`src/rtl/lru_keyed_entry_cache_macros.svh`:
```
// Assertion macros for the LRU keyed entry cache.
`ifndef LRU_KEYED_ENTRY_CACHE_MACROS_SVH
`define LRU_KEYED_ENTRY_CACHE_MACROS_SVH
`ifndef SYNTH
`define LKC_ASSERT(lbl, prop, msg) \
  lbl: assert property (@(posedge clk_i) disable iff (!rst_ni) (prop)) else $error(msg);
`define LKC_ASSERT_IMP(lbl, ante, cons, msg) \
  lbl: assert property (@(posedge clk_i) disable iff (!rst_ni) (ante) |-> (cons)) \
    else $error(msg);
`else
`define LKC_ASSERT(lbl, prop, msg)
`define LKC_ASSERT_IMP(lbl, ante, cons, msg)
`endif
`endif

```
`src/rtl/lkc_pkg.sv`:
```
`default_nettype none

package lkc_pkg;

  localparam int unsigned KEY_W      = 22;
  localparam int unsigned SLOT_W     = 6;
  localparam int unsigned OCC_W      = 7;
  localparam int unsigned IDX_MAX_W  = 8;
  localparam int unsigned RANK_MAX_W = 8;
  localparam int unsigned KEY_MAX_W  = 32;

  typedef enum logic [1:0] {
    CMD_GET    = 2'd0,
    CMD_REMOVE = 2'd1,
    CMD_CLEAR  = 2'd2
  } cmd_e;

  typedef enum logic [1:0] {
    ST_IDLE,
    ST_SCAN,
    ST_UPDATE
  } state_e;

  typedef enum logic [2:0] {
    UPD_NONE,
    UPD_PROMOTE,
    UPD_INSERT,
    UPD_REMOVE,
    UPD_CLEAR
  } upd_op_e;

  typedef struct packed {
    upd_op_e                 op;
    logic [IDX_MAX_W-1:0]    idx;
    logic [RANK_MAX_W-1:0]   rank;
  } upd_t;

  typedef struct packed {
    logic                    hit;
    logic [IDX_MAX_W-1:0]    hit_idx;
    logic [RANK_MAX_W-1:0]   hit_rank;
    logic                    free;
    logic [IDX_MAX_W-1:0]    free_idx;
    logic                    lru;
    logic [IDX_MAX_W-1:0]    lru_idx;
    logic [KEY_MAX_W-1:0]    lru_key;
  } scan_t;

  typedef struct packed {
    logic                    hit;
    logic                    inserted;
    logic                    evicted;
    logic [KEY_W-1:0]        evicted_key;
    logic [SLOT_W-1:0]       slot;
    logic [OCC_W-1:0]        occupancy;
  } res_t;

endpackage

`default_nettype wire

```
`src/rtl/lkc_cell.sv`:
```
`default_nettype none

module lkc_cell #(
  parameter int unsigned Index    = 0,
  parameter int unsigned Capacity = 64,
  parameter int unsigned KeyBits  = 22
) (
  input  wire logic               clk_i,
  input  wire logic               rst_ni,
  input  wire logic [KeyBits-1:0] key_i,
  input  wire lkc_pkg::upd_t      upd_i,
  input  wire lkc_pkg::scan_t     scan_i,
  output lkc_pkg::scan_t          scan_o
);

  localparam int unsigned RankW   = $clog2(Capacity);
  localparam int unsigned IdxMaxW = lkc_pkg::IDX_MAX_W;
  localparam int unsigned RnkMaxW = lkc_pkg::RANK_MAX_W;
  localparam int unsigned KeyMaxW = lkc_pkg::KEY_MAX_W;
  localparam logic [IdxMaxW-1:0] MyIdx   = IdxMaxW'(Index);
  localparam logic [RankW-1:0]   LruRank = RankW'(Capacity - 1);

  logic [KeyBits-1:0] key_q, key_d;
  logic               valid_q, valid_d;
  logic [RankW-1:0]   rank_q, rank_d;
  lkc_pkg::scan_t     scan_q, scan_d;
  logic               sel;
  logic               match;
  logic [RankW-1:0]   ref_rank;

  assign sel      = (upd_i.idx == MyIdx);
  assign match    = valid_q && (key_q == key_i);
  assign ref_rank = upd_i.rank[RankW-1:0];

  always_comb begin
    key_d   = key_q;
    valid_d = valid_q;
    rank_d  = rank_q;
    unique case (upd_i.op)
      lkc_pkg::UPD_PROMOTE: begin
        if (sel) begin
          rank_d = '0;
        end else if (valid_q && rank_q < ref_rank) begin
          rank_d = rank_q + RankW'(1);
        end
      end
      lkc_pkg::UPD_INSERT: begin
        if (sel) begin
          key_d   = key_i;
          valid_d = 1'b1;
          rank_d  = '0;
        end else if (valid_q) begin
          rank_d = rank_q + RankW'(1);
        end
      end
      lkc_pkg::UPD_REMOVE: begin
        if (sel) begin
          valid_d = 1'b0;
          rank_d  = '0;
        end else if (valid_q && rank_q > ref_rank) begin
          rank_d = rank_q - RankW'(1);
        end
      end
      lkc_pkg::UPD_CLEAR: begin
        valid_d = 1'b0;
        rank_d  = '0;
      end
      default: begin
      end
    endcase
  end

  always_comb begin
    scan_d = scan_i;
    if (!scan_i.hit && match) begin
      scan_d.hit      = 1'b1;
      scan_d.hit_idx  = MyIdx;
      scan_d.hit_rank = RnkMaxW'(rank_q);
    end
    if (!scan_i.free && !valid_q) begin
      scan_d.free     = 1'b1;
      scan_d.free_idx = MyIdx;
    end
    if (valid_q && rank_q == LruRank) begin
      scan_d.lru     = 1'b1;
      scan_d.lru_idx = MyIdx;
      scan_d.lru_key = KeyMaxW'(key_q);
    end
  end

  always_ff @(posedge clk_i or negedge rst_ni) begin
    if (!rst_ni) begin
      valid_q <= 1'b0;
      rank_q  <= '0;
      scan_q  <= '0;
    end else begin
      valid_q <= valid_d;
      rank_q  <= rank_d;
      scan_q  <= scan_d;
    end
  end

  always_ff @(posedge clk_i) begin
    key_q <= key_d;
  end

  assign scan_o = scan_q;

endmodule

`default_nettype wire

```
`config.mk`:
```
export PLATFORM = sky130hd
export DESIGN_NAME = lkc_cell
export DESIGN_NICKNAME = d
export VERILOG_FILES = /design/src/rtl/lru_keyed_entry_cache_macros.svh /design/src/rtl/lkc_pkg.sv /design/src/rtl/lkc_cell.sv
export SDC_FILE = /design/constraint.sdc
export NUM_CORES = 1
export LEC_CHECK = 0
export ABC_AREA = 1
export BUFFER_PORTS_ARGS = -buffer_cell sky130_fd_sc_hd__clkbuf_2
export CAP_MARGIN = 30
export CORE_MARGIN = 2
export CORE_UTILIZATION = 35
export CTS_BUF_LIST = sky130_fd_sc_hd__clkbuf_4 sky130_fd_sc_hd__clkbuf_8 sky130_fd_sc_hd__clkbuf_16
export DETAILED_ROUTE_END_ITERATION = 12
export GPL_TIMING_DRIVEN = 0
export PLACE_DENSITY_LB_ADDON = 0.12
export SYNTH_ARGS = -nofsm -noshare
export SYNTH_HDL_FRONTEND = slang
export SYNTH_SLANG_ARGS = --single-unit
```
`constraint.sdc`:
```
create_clock -name clk_i -period 2.3 [get_ports clk_i]
set_input_delay 0.23 -clock clk_i [delete_from_list [all_inputs] [get_ports clk_i]]
set_output_delay 0.23 -clock clk_i [all_outputs]
set_load 0.02 [all_outputs]
```
==> metrics.cfg, run 1 <==
[status]
status = complete, no violations

[detailed_routing]
drc = 0
drtIter0Drc = 215
wirelength_mm = 10.9
via_per_inst = 4.26
wl_met1_mm = 5.07
via_count = 3769
ant_nets = 0
met3_wirelength_um = 643
avgRoutedWirePerCell_um = 12.4
routed.top_layer = met4
drt_first_pass_iters = 4
met2WireLength_mm = 5.06

[clocking]
htreeDepth = 3
clock_path_buffers = 2
cts_inserted_buffers = 9
clk_latency_ps = 340
cts_tree = yes
clk_pin_slew_ps = 60
cts_sinks = 96
cts_root_buf = clkbuf_16
cts-resized-gates = 0

[final_layout]
final_cell_mix = 173 x clkbuf_2, 169 x nand2_1, 104 x inv_1
final_common_cell = clkbuf_2
layout-drive-gt1-share = 0.297
final_nets = 829
area_delta_synth_final_pct = 33.3
antennaDiodeCount = 0

[synth]
syn_avg_cell_area_um2 = 8.37
yosysSeqAreaShare = 0.574
ys_warn_count = 0
synth.area.top_cells = dfrtp_1 42%, edfxtp_1 15%, nand2_1 14%
ys_ff_latch = 96
ys_types = 25
ys_dominant_reg_cell = dfrtp_1
synth_edf_count = 22
yosysTopAreaCell = dfrtp_1
synth_nets = 641
async_flop_share = 0.771
syn_inst = 523
synth_area_um2 = 4380
yosys.area.top_type_share = 0.423

[timing]
skew_ps = 6.94
rsz0062_at_grt = false
relSlewSlack = 0.525
period_needed_ps = 1850
fin_crit_sh = 0.804
finalHoldViolCount = 0
finalMaxSlewViolations = 0
max_freq_mhz = 541
fin_hold_ws_ps = 76.5
worst_pin_slew_ps = 710
setup_violations = 0

[critical_path]
crit_path_top_delay_cell = dfrtp_1
worstSetupPathType = reg2reg
startpoint_type = flop
reg2reg_from = rank_q[5]$_DFFE_PN0P_
end_kind = flop
crit_arrival_ps = 2070
crit_buf_inv = 0
cp.required_ps = 2520
slowest_delay_ps = 530
cp_max_fo = 7
r2r_slack_ps = 450
cp-startpoint = rank_q[5]$_DFFE_PN0P_
critical_path.top_delay_family = simple AND/OR/NAND/NOR gates
r2r_cells = 7
cpMostUsedCell = nand2_1
r2r-end = rank_q[2]$_DFFE_PN0P_
path_cells = ha_1 > a21oi_1 > nand4_1 > nand2_1 > nand3_2 > nand2_1 > nand2_1

[global_routing]
antenna_found_initial = 0
grt_start_max_net_pins = 63
grt_usage = 0.167
grt_pass1_vias = 3621
overflow = 0
grt_pass1_wl_mm = 17.3

[min_path]
min_path_cells = 3
hold_start = scan_i[42]
hp-class = in2reg
min_to = scan_o[42]$_DFF_PN0_

[pwr]
power.density_nw_per_um2 = 743
power_mw = 4.33
p_leak_nw = 3.39
ir_drop_uv = 350

[floorplan]
rows = 40
initial_core_util = 0.361
die_y_um = 116
die_area_um2 = 13400
core_um2 = 12100
die_x_um = 116
io_pins = 177

[placement]
port_buffers = 174
place_hpwl_mm = 8.43
place_congestion = 0.798

[flow_run]
max_cap_viol_count = 0

-- what timing repair did --
| action | in CTS | in global routing |
|---|---|---|
| hold endpoints to repair | 12 | 0 |
| buffers inserted | 0 | 0 |
| hold buffers | 1 | 0 |
-- worst reg2reg max path, stage by stage (launching register included) --
cell     delay (ps)
dfrtp_1         530
ha_1            310
a21oi_1         200
nand4_1         120
nand2_1         240
nand3_2         190
nand2_1          90
nand2_1          60
-- where the power goes --
part | switching, mW | leakage, nW | internal, mW
registers | 0.0999 | 1.08 | 1.85
logic | 0.512 | 2.16 | 0.343
clock network | 0.621 | 0.154 | 0.910
total | 1.23 | 3.39 | 3.10
-- registers in the layout (all words and copies together) (netlist names) --
register	cells
key_q	22
rank_q	6
scan_o	67
valid_q	1
-- layer usage --
layer,vias up,track usage
met5,-,0
li1,1942,-
met4,0,0.0690
met1,1698,0.224
met3,11,0.0272
met2,118,0.272
-- metrics by stage --
stage                     setup WS (ps)  std cells  utilization  TNS [ps]  area [um^2]
after floorplan                     297        523            -         0         4380
after global placement             -495        865        0.451    -10850         5460
after detailed placement            459        867        0.456         0         5520
after CTS                           434        884        0.482         0         5830
after global routing                253        884        0.482         0         5830
final                               451        884        0.482         0         5830
-- cell type report --
type	instances	area [um^2]
fill	1246	6280
sequential	96	2510
multi-input combinational	312	1420
timing repair buffer	177	938
inverter	107	404
clock buffer	13	262
tap	168	210
clock inverter	3	43.8
buffer	8	42.5
-- synthesized netlist by cell type (2+ instances only) --
| cell type | count |
|---|---|
| nand2_1 | 169 |
| inv_1 | 104 |
| dfrtp_1 | 74 |
| nor2_1 | 68 |
| edfxtp_1 | 22 |
| o21ai_1 | 15 |
| nand4_1 | 14 |
| nand3_1 | 11 |
| ha_1 | 8 |
| buf_2 | 7 |
| o21ai_0 | 7 |
| xor2_1 | 4 |
| a21oi_1 | 3 |
| nor2_2 | 3 |
| inv_2 | 2 |
| nand4_4 | 2 |
| xnor2_1 | 2 |
-- kinds of logic (layout without fill, tap and decap cells) --
logic type                 after synthesis  count (layout)  share of synthesized area
DFF                                     96              96                      0.574
adders and majority gates                8               8                     0.0229
and+or+nand+nor                        272             272                      0.259
AOI/OAI and AO/OA                       26              26                     0.0303
buffers and inverters                  115             308                      0.102
xor gates and xnor gates                 6               6                     0.0120
-- worst max-delay path by stage --
stage                                        to  slack (ps)  cells after the start
final                     rank_q[2]$_DFFE_PN0P_         450                      7
after global routing      rank_q[4]$_DFFE_PN0P_         250                     10
after CTS                 rank_q[2]$_DFFE_PN0P_         430                     10
after detailed placement  rank_q[4]$_DFFE_PN0P_         460                     10
after global placement       key_q[7]$_DFFE_PP_        -490                      6
after floorplan              key_q[0]$_DFFE_PP_         300                      5
Note: power is estimated with default switching activity, not from simulation.
==> run 2, diff against run 1 <==
Clock period 2.3 ns to 1.92 ns, I/O delays scaled along.
==> metrics.cfg, run 2 (synthesis gave the netlist of run 1 again) <==
[status]
status = complete, no violations

[floorplan]
die_area_um2 = 13400
io_pins = 177
initial_core_util = 0.361
die_x_um = 116
core_um2 = 12100
die_y_um = 116
rows = 40

[placement]
port_buffers = 174
place_inst = 867
dpl_worst_slack_ps = 26.8
place_congestion = 0.823
place_area_um2 = 5520
place_hpwl_mm = 8.43

[timing]
rsz0062_at_grt = false
setup_violations = 0
finalMaxSlewViolations = 0
fin_crit_sh = 0.900
fin_ws_ps = 192
skew_ps = 8.72
fin_hold_ws_ps = 28.7
max_freq_mhz = 579
finalHoldViolCount = 0
relSlewSlack = 0.614
period_needed_ps = 1730
worst_pin_slew_ps = 577

[final_layout]
layout-drive-gt1-share = 0.306
final_util = 0.485
antennaDiodeCount = 0
fin_cells = 887
final_nets = 832
final_common_cell = clkbuf_2
final_cell_mix = 173 x clkbuf_2, 168 x nand2_1, 104 x inv_1
largest_reg_flops = 67
final_area_um2 = 5870
area_delta_synth_final_pct = 34.0

[pwr]
p_leak_nw = 3.40
power.density_nw_per_um2 = 893
ir_drop_uv = 517

[critical_path]
r2r_slack_ps = 190
cp_max_fo = 10
reg2reg_from = rank_q[1]$_DFFE_PN0P_
r2r-end = scan_o[19]$_DFF_PN0_
crit_arrival_ps = 1950
cp.required_ps = 2140
r2r_cells = 7
worstSetupPathType = reg2reg
end_kind = flop
startpoint_type = flop

[clocking]
clk_pin_slew_ps = 70
clock_path_buffers = 2
cts_tree = yes
cts_inserted_buffers = 9
clk_latency_ps = 350
htreeDepth = 3
cts_sinks = 96
cts_root_buf = clkbuf_16

[detailed_routing]
ant_nets = 0
wirelength_mm = 10.8
via_count = 3730
routed.top_layer = met4
drc = 0
met3_wirelength_um = 685
drt_first_pass_iters = 4
met2WireLength_mm = 5.10
via_per_inst = 4.21
wl_met1_mm = 4.84
avgRoutedWirePerCell_um = 12.2
drtIter0Drc = 228

[flow_run]
max_cap_viol_count = 0

[global_routing]
grt_pass1_wl_mm = 17.2
grt_usage = 0.167
grt_start_max_net_pins = 57
grt_pass1_vias = 3630
antenna_found_initial = 0
overflow = 0

[min_path]
hold_start = scan_i[37]
min_path_cells = 3
hp-class = in2reg
min_to = scan_o[37]$_DFF_PN0_

## run 2: area by class of cell
type                       count  area [um^2]
clock inverter                 3         41.3
buffer                         8         42.5
sequential                    96         2520
inverter                     107          404
fill                        1245         6240
tap                          168          210
timing repair buffer         180          961
multi-input combinational    312         1430
clock buffer                  13          262
## run 2: power by group
group	leakage, nW	internal [mW]	total (mW)	switching [mW]
combinational	2.17	0.447	1.08	0.632
clock	0.154	1.09	1.84	0.751
sequential	1.07	2.22	2.32	0.101
total	3.40	3.75	5.24	1.48
## run 2: per-stage QoR
step	TNS [ps]	total power [mW]
2_1_floorplan	0	3.01
3_3_place_gp	-9630	3.36
3_5_place_dp	0	3.39
4_1_cts	0	5.26
5_1_grt	0	5.54
6_report	0	5.24
## run 2: timing repair
action,in CTS,in global routing
gates resized for setup,0,5
hold buffers,1,0
hold endpoints to repair,18,0
setup endpoints to repair,0,6
setup buffers,0,3
## run 2: worst max-delay path: stages, from the launching register on
cell     delay, ps
dfrtp_1        480
ha_1           240
nand2_1         70
nor2_2         160
nand4_4        200
buf_2          280
nand2_1         80
o21ai_0         80
## run 2: routing by layer
layer / up-vias / GRT usage
met2: 109 / 0.279
li1: 1952 / -
met5: - / 0
met4: 0 / 0.0714
met1: 1658 / 0.211
met3: 11 / 0.0356
## run 2: worst max-delay path by stage
stage                                      from               endpoint  slack (ps)  cells past startpoint
after detailed placement  rank_q[5]$_DFFE_PN0P_  rank_q[1]$_DFFE_PN0P_          30                      7
after global routing      rank_q[5]$_DFFE_PN0P_  rank_q[3]$_DFFE_PN0P_          20                     10
after global placement                upd_i[13]    key_q[13]$_DFFE_PP_        -210                      6
after floorplan                       upd_i[15]     key_q[0]$_DFFE_PP_         310                      5
final                     rank_q[1]$_DFFE_PN0P_   scan_o[19]$_DFF_PN0_         190                      7
after CTS                 rank_q[5]$_DFFE_PN0P_  rank_q[1]$_DFFE_PN0P_           7                      7
