<file path="src/rtl/lru_keyed_entry_cache_macros.svh">
// Assertion macros for the LRU keyed entry cache.
`ifndef LRU_KEYED_ENTRY_CACHE_MACROS_SVH
`define LRU_KEYED_ENTRY_CACHE_MACROS_SVH
`ifndef SYNTH
`define LKC_ASSERT(lbl, prop, msg) \
  lbl: assert property (@(posedge clk_i) disable iff (!rst_ni) (prop)) else $error(msg);
`define LKC_ASSERT_IMP(lbl, ante, cons, msg) \
  lbl: assert property (@(posedge clk_i) disable iff (!rst_ni) (ante) |-> (cons)) \
    else $error(msg);
`else
`define LKC_ASSERT(lbl, prop, msg)
`define LKC_ASSERT_IMP(lbl, ante, cons, msg)
`endif
`endif

</file>
<file path="src/rtl/lkc_pkg.sv">
`default_nettype none

package lkc_pkg;

  localparam int unsigned KEY_W      = 22;
  localparam int unsigned SLOT_W     = 6;
  localparam int unsigned OCC_W      = 7;
  localparam int unsigned IDX_MAX_W  = 8;
  localparam int unsigned RANK_MAX_W = 8;
  localparam int unsigned KEY_MAX_W  = 32;

  typedef enum logic [1:0] {
    CMD_GET    = 2'd0,
    CMD_REMOVE = 2'd1,
    CMD_CLEAR  = 2'd2
  } cmd_e;

  typedef enum logic [1:0] {
    ST_IDLE,
    ST_SCAN,
    ST_UPDATE
  } state_e;

  typedef enum logic [2:0] {
    UPD_NONE,
    UPD_PROMOTE,
    UPD_INSERT,
    UPD_REMOVE,
    UPD_CLEAR
  } upd_op_e;

  typedef struct packed {
    upd_op_e                 op;
    logic [IDX_MAX_W-1:0]    idx;
    logic [RANK_MAX_W-1:0]   rank;
  } upd_t;

  typedef struct packed {
    logic                    hit;
    logic [IDX_MAX_W-1:0]    hit_idx;
    logic [RANK_MAX_W-1:0]   hit_rank;
    logic                    free;
    logic [IDX_MAX_W-1:0]    free_idx;
    logic                    lru;
    logic [IDX_MAX_W-1:0]    lru_idx;
    logic [KEY_MAX_W-1:0]    lru_key;
  } scan_t;

  typedef struct packed {
    logic                    hit;
    logic                    inserted;
    logic                    evicted;
    logic [KEY_W-1:0]        evicted_key;
    logic [SLOT_W-1:0]       slot;
    logic [OCC_W-1:0]        occupancy;
  } res_t;

endpackage

`default_nettype wire

</file>
<file path="src/rtl/lkc_ctrl.sv">
`default_nettype none
`include "lru_keyed_entry_cache_macros.svh"

module lkc_ctrl #(
  parameter int unsigned Capacity = 64,
  parameter int unsigned KeyBits  = 22
) (
  input  wire logic                      clk_i,
  input  wire logic                      rst_ni,
  input  wire logic                      start_i,
  input  wire logic [1:0]                command_i,
  input  wire logic [lkc_pkg::KEY_W-1:0] key_i,
  input  wire logic                      fill_ok_i,
  input  wire lkc_pkg::scan_t            scan_i,
  output logic                           busy_o,
  output logic                           done_o,
  output logic [KeyBits-1:0]             key_o,
  output lkc_pkg::upd_t                  upd_o,
  output lkc_pkg::res_t                  res_o
);

  localparam int unsigned CntW   = $clog2(Capacity + 1);
  localparam int unsigned StepW  = $clog2(Capacity);
  localparam int unsigned KeyW   = lkc_pkg::KEY_W;
  localparam int unsigned SlotW  = lkc_pkg::SLOT_W;
  localparam int unsigned OccW   = lkc_pkg::OCC_W;
  localparam logic [CntW-1:0] Full = CntW'(Capacity);

  lkc_pkg::state_e    state_q, state_d;
  logic [StepW-1:0]   step_q, step_d;
  logic [1:0]         cmd_q, cmd_d;
  logic [KeyBits-1:0] key_q, key_d;
  logic               fill_q, fill_d;
  logic [CntW-1:0]    count_q, count_d;
  logic               done_q, done_d;
  lkc_pkg::res_t      res_q, res_d;
  lkc_pkg::upd_t      upd;
  logic               accept;
  logic               full;

  assign accept = start_i && (state_q == lkc_pkg::ST_IDLE);
  assign full   = (count_q == Full);

  always_comb begin
    state_d = state_q;
    step_d  = step_q;
    cmd_d   = cmd_q;
    key_d   = key_q;
    fill_d  = fill_q;
    count_d = count_q;
    done_d  = 1'b0;
    res_d   = res_q;
    upd     = '0;
    upd.op  = lkc_pkg::UPD_NONE;
    unique case (state_q)
      lkc_pkg::ST_IDLE: begin
        if (accept) begin
          cmd_d   = command_i;
          key_d   = KeyBits'(key_i);
          fill_d  = fill_ok_i;
          step_d  = StepW'(Capacity - 1);
          state_d = lkc_pkg::ST_SCAN;
        end
      end
      lkc_pkg::ST_SCAN: begin
        if (step_q == '0) begin
          state_d = lkc_pkg::ST_UPDATE;
        end else begin
          step_d = step_q - StepW'(1);
        end
      end
      lkc_pkg::ST_UPDATE: begin
        res_d = '0;
        unique case (cmd_q)
          lkc_pkg::CMD_GET: begin
            if (scan_i.hit) begin
              upd.op       = lkc_pkg::UPD_PROMOTE;
              upd.idx      = scan_i.hit_idx;
              upd.rank     = scan_i.hit_rank;
              res_d.hit    = 1'b1;
              res_d.slot   = scan_i.hit_idx[SlotW-1:0];
            end else if (fill_q && full && scan_i.lru) begin
              upd.op            = lkc_pkg::UPD_INSERT;
              upd.idx           = scan_i.lru_idx;
              res_d.inserted    = 1'b1;
              res_d.evicted     = 1'b1;
              res_d.evicted_key = scan_i.lru_key[KeyW-1:0];
              res_d.slot        = scan_i.lru_idx[SlotW-1:0];
            end else if (fill_q && !full && scan_i.free) begin
              upd.op         = lkc_pkg::UPD_INSERT;
              upd.idx        = scan_i.free_idx;
              res_d.inserted = 1'b1;
              res_d.slot     = scan_i.free_idx[SlotW-1:0];
              count_d        = count_q + CntW'(1);
            end
          end
          lkc_pkg::CMD_REMOVE: begin
            if (scan_i.hit) begin
              upd.op    = lkc_pkg::UPD_REMOVE;
              upd.idx   = scan_i.hit_idx;
              upd.rank  = scan_i.hit_rank;
              res_d.hit = 1'b1;
              if (count_q != '0) begin
                count_d = count_q - CntW'(1);
              end
            end
          end
          lkc_pkg::CMD_CLEAR: begin
            upd.op  = lkc_pkg::UPD_CLEAR;
            count_d = '0;
          end
          default: begin
          end
        endcase
        res_d.occupancy = OccW'(count_d);
        done_d          = 1'b1;
        state_d         = lkc_pkg::ST_IDLE;
      end
      default: begin
        state_d = lkc_pkg::ST_IDLE;
      end
    endcase
  end

  always_ff @(posedge clk_i or negedge rst_ni) begin
    if (!rst_ni) begin
      state_q <= lkc_pkg::ST_IDLE;
      step_q  <= '0;
      count_q <= '0;
      done_q  <= 1'b0;
    end else begin
      state_q <= state_d;
      step_q  <= step_d;
      count_q <= count_d;
      done_q  <= done_d;
    end
  end

  always_ff @(posedge clk_i) begin
    cmd_q  <= cmd_d;
    key_q  <= key_d;
    fill_q <= fill_d;
    res_q  <= res_d;
  end

  assign busy_o = (state_q != lkc_pkg::ST_IDLE);
  assign done_o = done_q;
  assign key_o  = key_q;
  assign upd_o  = upd;
  assign res_o  = res_q;

  `LKC_ASSERT_IMP(a_done_upd, done_q, $past(state_q == lkc_pkg::ST_UPDATE), "stray strobe")
  `LKC_ASSERT(a_busy_after_accept, (start_i && !busy_o) |=> busy_o, "accept without busy")
  `LKC_ASSERT(a_count_bound, count_q <= Full, "entry count above capacity")
  `LKC_ASSERT_IMP(a_evict_full, done_q && res_q.evicted, res_q.inserted && full, "bad evict")
  `LKC_ASSERT_IMP(a_hit_not_insert, done_q, !(res_q.hit && res_q.inserted), "hit inserted")

endmodule

`default_nettype wire

</file>
<file path="config.mk">
export PLATFORM = sky130hd
export DESIGN_NAME = lkc_ctrl
export DESIGN_NICKNAME = d
export VERILOG_FILES = /design/src/rtl/lkc_pkg.sv /design/src/rtl/lkc_ctrl.sv
export VERILOG_INCLUDE_DIRS = /design/src /design/src/rtl
export SDC_FILE = /design/constraint.sdc
export NUM_CORES = 1
export LEC_CHECK = 0
export BUFFER_PORTS_ARGS = -buffer_cell sky130_fd_sc_hd__buf_2
export CORE_ASPECT_RATIO = 1.4
export CORE_MARGIN = 2
export CORE_UTILIZATION = 35
export CTS_CLUSTER_DIAMETER = 120
export DETAILED_ROUTE_END_ITERATION = 8
export GPL_TIMING_DRIVEN = 0
export PLACE_DENSITY = 0.7
export SETUP_SLACK_MARGIN = 0.15
export SYNTH_ARGS = -nofsm -noshare
export SYNTH_HDL_FRONTEND = slang
export SYNTH_SLANG_ARGS = --single-unit
</file>
<file path="constraint.sdc">
create_clock -name clk_i -period 3.42 [get_ports clk_i]
set_input_delay 0.513 -clock clk_i [delete_from_list [all_inputs] [get_ports clk_i]]
set_output_delay 0.513 -clock clk_i [all_outputs]
set_load 0.005 [all_outputs]
</file>
==> results of run 1 <==
stage by stage:
| step | setup TNS (ns) | instance area, µm² | util, % | hold WS [ns] | worst slack, ns |
|---|---|---|---|---|---|
| finish | 0 | 5110 | 48.9 | 0.0820 | 0.320 |
| global route | 0 | 5110 | 48.9 | 0.114 | 0.209 |
| CTS | 0 | 5110 | 48.9 | 0.100 | 0.413 |
| detailed placement | 0 | 4810 | 45.9 | 0.457 | 0.782 |
| global placement | -2.76 | 4780 | 45.7 | 0.454 | -0.392 |
| floorplan | 0 | 3790 | - | 0.217 | 0.507 |
layer usage:
| metal | vias up | share of wire (%) |
|---|---|---|
| met5 | - | 0 |
| met1 | 1589 | 36 |
| li1 | 1579 | - |
| met3 | 34 | 8.2 |
| met4 | 0 | 3.5 |
| met2 | 196 | 52 |
power by group through the flow:
stage          Combinational [mW]  Clock, mW  Sequential, mW
6_report                    0.265      0.979            1.14
5_1_grt                     0.301       1.03            1.15
4_1_cts                     0.266      0.986            1.14
3_5_place_dp                0.264          0            1.16
3_3_place_gp                0.248          0            1.15
2_1_floorplan               0.157          0            1.15
cell families after synthesis:
| logic type | after synthesis | synth area share [%] |
|---|---|---|
| flip-flops | 79 | 60.5 |
| AND/OR/NAND/NOR | 141 | 19.6 |
| adder cells (fa/ha/maj) | 5 | 1.65 |
| multiplexers | 2 | 0.529 |
| buffers and inverters | 32 | 4.03 |
| XOR/XNOR | 7 | 1.62 |
| AO/OA/AOI/OAI | 63 | 12.0 |
sequential cells by signal, summed over array words and instances, names as in the netlist:
register  count
done_o        1
step_q        6
fill_q        1
state_q       2
res_o        38
key_o        22
count_q       7
cmd_q         2
cells in the mapped netlist (3+ instances only):
cell | n | area share, %
edfxtp_1 | 63 | 50
nor2_1 | 27 | 2.7
nand2_1 | 26 | 2.6
and2_1 | 23 | 3.8
and3_1 | 17 | 2.8
dfrtp_1 | 16 | 11
clkbuf_1 | 13 | 1.3
nor3_1 | 13 | 1.7
a21oi_1 | 12 | 1.6
inv_1 | 11 | 1.1
nand3_1 | 11 | 1.5
o21ai_0 | 11 | 1.5
a211oi_1 | 9 | 1.8
a311oi_1 | 7 | 1.6
xor2_1 | 6 | 1.4
ha_1 | 5 | 1.7
nor4_1 | 4 | 0.66
a31oi_1 | 3 | 0.50
buf_6 | 3 | 0.89
o211ai_1 | 3 | 0.59
o221ai_1 | 3 | 0.69
o22ai_1 | 3 | 0.50
layout make-up:
| cell class | instances | area (µm²) |
|---|---|---|
| fillers | 982 | 5350 |
| repair buffers | 166 | 846 |
| inverters | 12 | 45.0 |
| flip-flops and latches | 79 | 2290 |
| plain buffers | 20 | 109 |
| clock buffers | 9 | 225 |
| clock inverters | 7 | 80.1 |
| well taps | 138 | 173 |
| multi-input cells | 218 | 1340 |
critical path, cell delays in order, from the launching register on:
cell and delay (ns):
dfrtp_1 0.38, buf_2 0.18, nor4_1 0.48, nand3_1 0.42
a311oi_1 0.49, a211oi_1 0.13, buf_2 0.17
worst max path at each step:
stage	start	endpoint	slack, ns	depth (start not counted)
after detailed placement	count_q[2]	upd_o[10]	0.78	6
after CTS	count_q[2]	upd_o[10]	0.41	6
after global placement	state_q[0]	upd_o[5]	-0.39	6
after floorplan	state_q[0]	upd_o[0]	0.51	5
final	count_q[2]	upd_o[10]	0.32	6
after global routing	count_q[2]	upd_o[10]	0.21	6
==> results.sh, run 1 <==
export IMPL_outcome="complete, no violations"
export IMPL_antenna_left=0
export IMPL_synth_edf_count=63
export IMPL_worstMarginPinSlew_ns=0.933
export IMPL_drt_first_iter_violations=326
export IMPL_routedWlPerCell_um=16.1
export IMPL_grt_busiest_layer="met2"
export IMPL_core_um2=10500
export IMPL_met3_usage_pct=3.66
export IMPL_final_cell_mix="buf_2, edfxtp_1, nor2_1"
export IMPL_drc=0
export IMPL_synth_seq_area_share_pct=60.5
export IMPL_worstReg2RegStart="count_q[2]"
export IMPL_skew_ns=0.00685
export IMPL_dr_pass1_iters=6
export IMPL_required_ns=2.91
export IMPL_grt_pass1_wl_um=15800
export IMPL_ys_flop_type="edfxtp_1"
export IMPL_gr_total_overflow=0
export IMPL_layoutNonFillerInstCount=649
export IMPL_dp_hpwl_um=8000
export IMPL_ir_drop_mv=0.280
export IMPL_worstReg2RegEnd="res_o[1]"
export IMPL_clock_latency_ns=0.34
export IMPL_layout_drive_gt1_share_pct=38.6
export IMPL_n_antenna_cell=0
export IMPL_grtUsageMet2_pct=32.8
export IMPL_syn_area_um2=3790
export IMPL_antenna_found_initial=0
export IMPL_num_vias=3398
export IMPL_reg2reg_slack_ns=0.93
export IMPL_hold_viol=0
export IMPL_endpoint_kind="primary output"
export IMPL_globalRouteMet1Util_pct=17.9
export IMPL_clock_root_buffer="clkbuf_16"
export IMPL_grt_max_degree=42
export IMPL_power_switching_uw=597
export IMPL_cts_buffer_depth=2
export IMPL_die_h_um=127
export IMPL_cts_setup_buffers=0
export IMPL_synth_fp_nets=429
export IMPL_hold_class="input port to asynchronous set/reset pin"
export IMPL_start_util_pct=36.2
export IMPL_clock_sinks=79
export IMPL_slew_headroom_pct=37.8
export IMPL_drv_cap=0
export IMPL_gp_congestion=0.953
export IMPL_ios=176
export IMPL_switching_share_pct=25.0
export IMPL_cts_resized_gates=0
export IMPL_cts_inserted_buffers=9
export IMPL_dp_cells=633
export IMPL_reg2regPathDepth=6
export IMPL_powerDensity_nw_per_um2=466
export IMPL_portBuffers=165
export IMPL_final_nets=606
export IMPL_finalCritPeriodShare_pct=90.6
export IMPL_pwr_share_seq_pct=47.8
export IMPL_die_x_um=91.9
export IMPL_crit_arrival_ns=2.59
export IMPL_fmax_mhz=323
export IMPL_slew_viol_final=0
export IMPL_ys_seq_elements=79
export IMPL_leakagePower_nw=2.12
export IMPL_cp_max_fo=10
export IMPL_drt_vias_per_instance=5.24
export IMPL_period_minus_slack_ns=3.10
export IMPL_setup_violations=0
export IMPL_clk_pin_slew_ns=0.06
export IMPL_power_frac_comb_pct=11.1
export IMPL_critPathLaunchType="flip-flop"
export IMPL_p_clk_share_pct=41.1
export IMPL_syn_area_per_cell_um2=11.5
export IMPL_async_flop_share_pct=20.3
export IMPL_grt_pass1_vias=3324
export IMPL_yosys_cell_types_count=51
export IMPL_critical_path_class="flip-flop to primary output"
export IMPL_hold_buffers=0
export IMPL_cts_tree="yes"
export IMPL_yosysWarnings=0
export IMPL_syn_to_final_growth_pct=35.0
export IMPL_gr_usage_all_layers_pct=17.4
export IMPL_totalWireLength_um=10400
export IMPL_p_int_mw=1.79
export IMPL_syn_inst=329
export IMPL_p_total_mw=2.38
export IMPL_cts_htree_levels=3
export IMPL_rsz0062_at_grt="false"
export IMPL_dieArea_um2=11700
export IMPL_final_common_cell="buf_2"
export IMPL_rows=44
Note: power is estimated with default switching activity, not from simulation.
==> inputs of run 2 (changes only) <==
--- a/config.mk
+++ b/config.mk
@@ -9,11 +9,11 @@
 export BUFFER_PORTS_ARGS = -buffer_cell sky130_fd_sc_hd__buf_2
 export CORE_ASPECT_RATIO = 1.4
 export CORE_MARGIN = 2
-export CORE_UTILIZATION = 35
+export CORE_UTILIZATION = 34
 export CTS_CLUSTER_DIAMETER = 120
 export DETAILED_ROUTE_END_ITERATION = 8
 export GPL_TIMING_DRIVEN = 0
-export PLACE_DENSITY = 0.7
+export PLACE_DENSITY = 0.68
 export SETUP_SLACK_MARGIN = 0.15
 export SYNTH_ARGS = -nofsm -noshare
 export SYNTH_HDL_FRONTEND = slang
==> results.sh, run 2 (synthesis results as in run 1) <==
export IMPL_outcome="complete, no violations"
export IMPL_setup_violations=0
export IMPL_hold_buffers=0
export IMPL_dp_hpwl_um=8060
export IMPL_clock_root_buffer="clkbuf_16"
export IMPL_drv_cap=0
export IMPL_clock_sinks=79
export IMPL_cts_resized_gates=0
export IMPL_worstReg2RegStart="count_q[4]"
export IMPL_dieArea_um2=12000
export IMPL_cts_htree_levels=3
export IMPL_worstMarginPinSlew_ns=0.957
export IMPL_clock_latency_ns=0.34
export IMPL_syn_to_final_growth_pct=35.5
export IMPL_finalCritPeriodShare_pct=86.6
export IMPL_grt_max_degree=45
export IMPL_slew_headroom_pct=36.1
export IMPL_totalWireLength_um=10500
export IMPL_cts_tree="yes"
export IMPL_startpoint="count_q[4]"
export IMPL_grt_pass1_wl_um=15700
export IMPL_crit_end="upd_o[9]"
export IMPL_die_x_um=93.2
export IMPL_core_um2=10900
export IMPL_rsz0062_at_grt="false"
export IMPL_fmax_mhz=338
export IMPL_num_vias=3337
export IMPL_gp_congestion=0.902
export IMPL_skew_ns=0.0104
export IMPL_clk_pin_slew_ns=0.06
export IMPL_die_h_um=129
export IMPL_fillers=1015
export IMPL_layout_drive_gt1_share_pct=38.4
export IMPL_worstReg2RegEnd="res_o[1]"
export IMPL_ir_drop_mv=0.274
export IMPL_ios=176
export IMPL_endpoint_kind="primary output"
export IMPL_largest_reg_flops=38
export IMPL_gr_usage_all_layers_pct=17.1
export IMPL_drc=0
export IMPL_routedWlPerCell_um=16.1
export IMPL_setup_tns_ns=0
export IMPL_cp_max_fo=10
export IMPL_drt_vias_per_instance=5.12
export IMPL_required_ns=2.91
export IMPL_critical_path_class="flip-flop to primary output"
export IMPL_rows=45
export IMPL_antenna_left=0
export IMPL_slew_viol_final=0
export IMPL_ff_latch_area_um2=2290
export IMPL_hold_class="input port to asynchronous set/reset pin"
export IMPL_reg2regPathDepth=6
export IMPL_reg2reg_slack_ns=1.09
export IMPL_final_cell_mix="buf_2, edfxtp_1, nor2_1"
export IMPL_period_minus_slack_ns=2.96
export IMPL_multiInputGateArea_um2=1340
export IMPL_hold_viol=0
export IMPL_start_util_pct=34.8
export IMPL_cts_inserted_buffers=9
export IMPL_drt_first_iter_violations=231
export IMPL_powerDensity_nw_per_um2=473
export IMPL_fin_util_pct=47.2
export IMPL_critPathLaunchType="flip-flop"
export IMPL_antenna_found_initial=0
export IMPL_gr_total_overflow=0
export IMPL_grt_pass1_vias=3123
export IMPL_cts_setup_buffers=0
export IMPL_final_common_cell="buf_2"
export IMPL_crit_arrival_ns=2.45
export IMPL_leakagePower_nw=2.12
export IMPL_dr_pass1_iters=4
export IMPL_final_nets=606
export IMPL_portBuffers=165
export IMPL_n_antenna_cell=0
export IMPL_cts_buffer_depth=2
==> run 2: cell types whose count changed in the layout (fill, tap and decap cells not counted) <==
cell	delta
clkinvlp_4	+1
clkbuf_1	+1
inv_8	-1
bufinv_16	+1
inv_6	-1
clkinv_2	-1
==> run 2: report_power, final <==
group,internal [mW],leakage [nW],total (mW),switching [mW]
Sequential,1.09,0.702,1.14,0.0469
Combinational,0.119,1.27,0.260,0.141
Clock,0.643,0.149,1.03,0.387
==> run 2: worst max-delay path, cell delays in order, from the launching register on <==
cell	delay, ns
dfrtp_1	0.40
clkbuf_1	0.23
nor4_1	0.33
nand3_1	0.39
a311oi_1	0.47
a211oi_1	0.13
buf_2	0.17
==> run 2: how the worst min path moves through the flow <==
| stage | depth (start not counted) | slack [ns] | endpoint |
|---|---|---|---|
| final | 1 | 0.09 | step_q[5] |
| after global routing | 1 | 0.12 | step_q[1] |
| after CTS | 1 | 0.10 | step_q[1] |
| after detailed placement | 1 | 0.47 | step_q[4] |
| after global placement | 1 | 0.47 | step_q[4] |
| after floorplan | 0 | 0.22 | count_q[0] |
==> run 2: through the flow <==
step	cells	worst slack, ns	hold WS [ns]	area (µm²)	total power, mW
6_report	652	0.458	0.0899	5130	2.43
5_1_grt	652	0.281	0.119	5130	2.53
4_1_cts	652	0.438	0.104	5130	2.46
3_5_place_dp	636	0.816	0.470	4810	1.42
3_3_place_gp	635	-0.291	0.472	4790	1.41
2_1_floorplan	329	0.507	0.217	3790	1.31
==> run 2: cell type report <==
class / instances / share of cell area (%)
Sequential cell: 79 / 44.7
Multi-Input combinational cell: 218 / 26.1
Timing Repair Buffer: 166 / 16.5
Clock buffer: 10 / 4.46
Tap cell: 141 / 3.44
Buffer: 20 / 2.12
Clock inverter: 6 / 1.80
Inverter: 12 / 0.878
==> run 2: layer usage <==
layer | share of wire, % | track usage (%) | vias up
li1 | - | - | 1584
met3 | 5.5 | 3.04 | 25
met2 | 53 | 31.2 | 138
met1 | 39 | 18.9 | 1590
met4 | 2.4 | 8.65 | 0
met5 | 0 | 0 | -
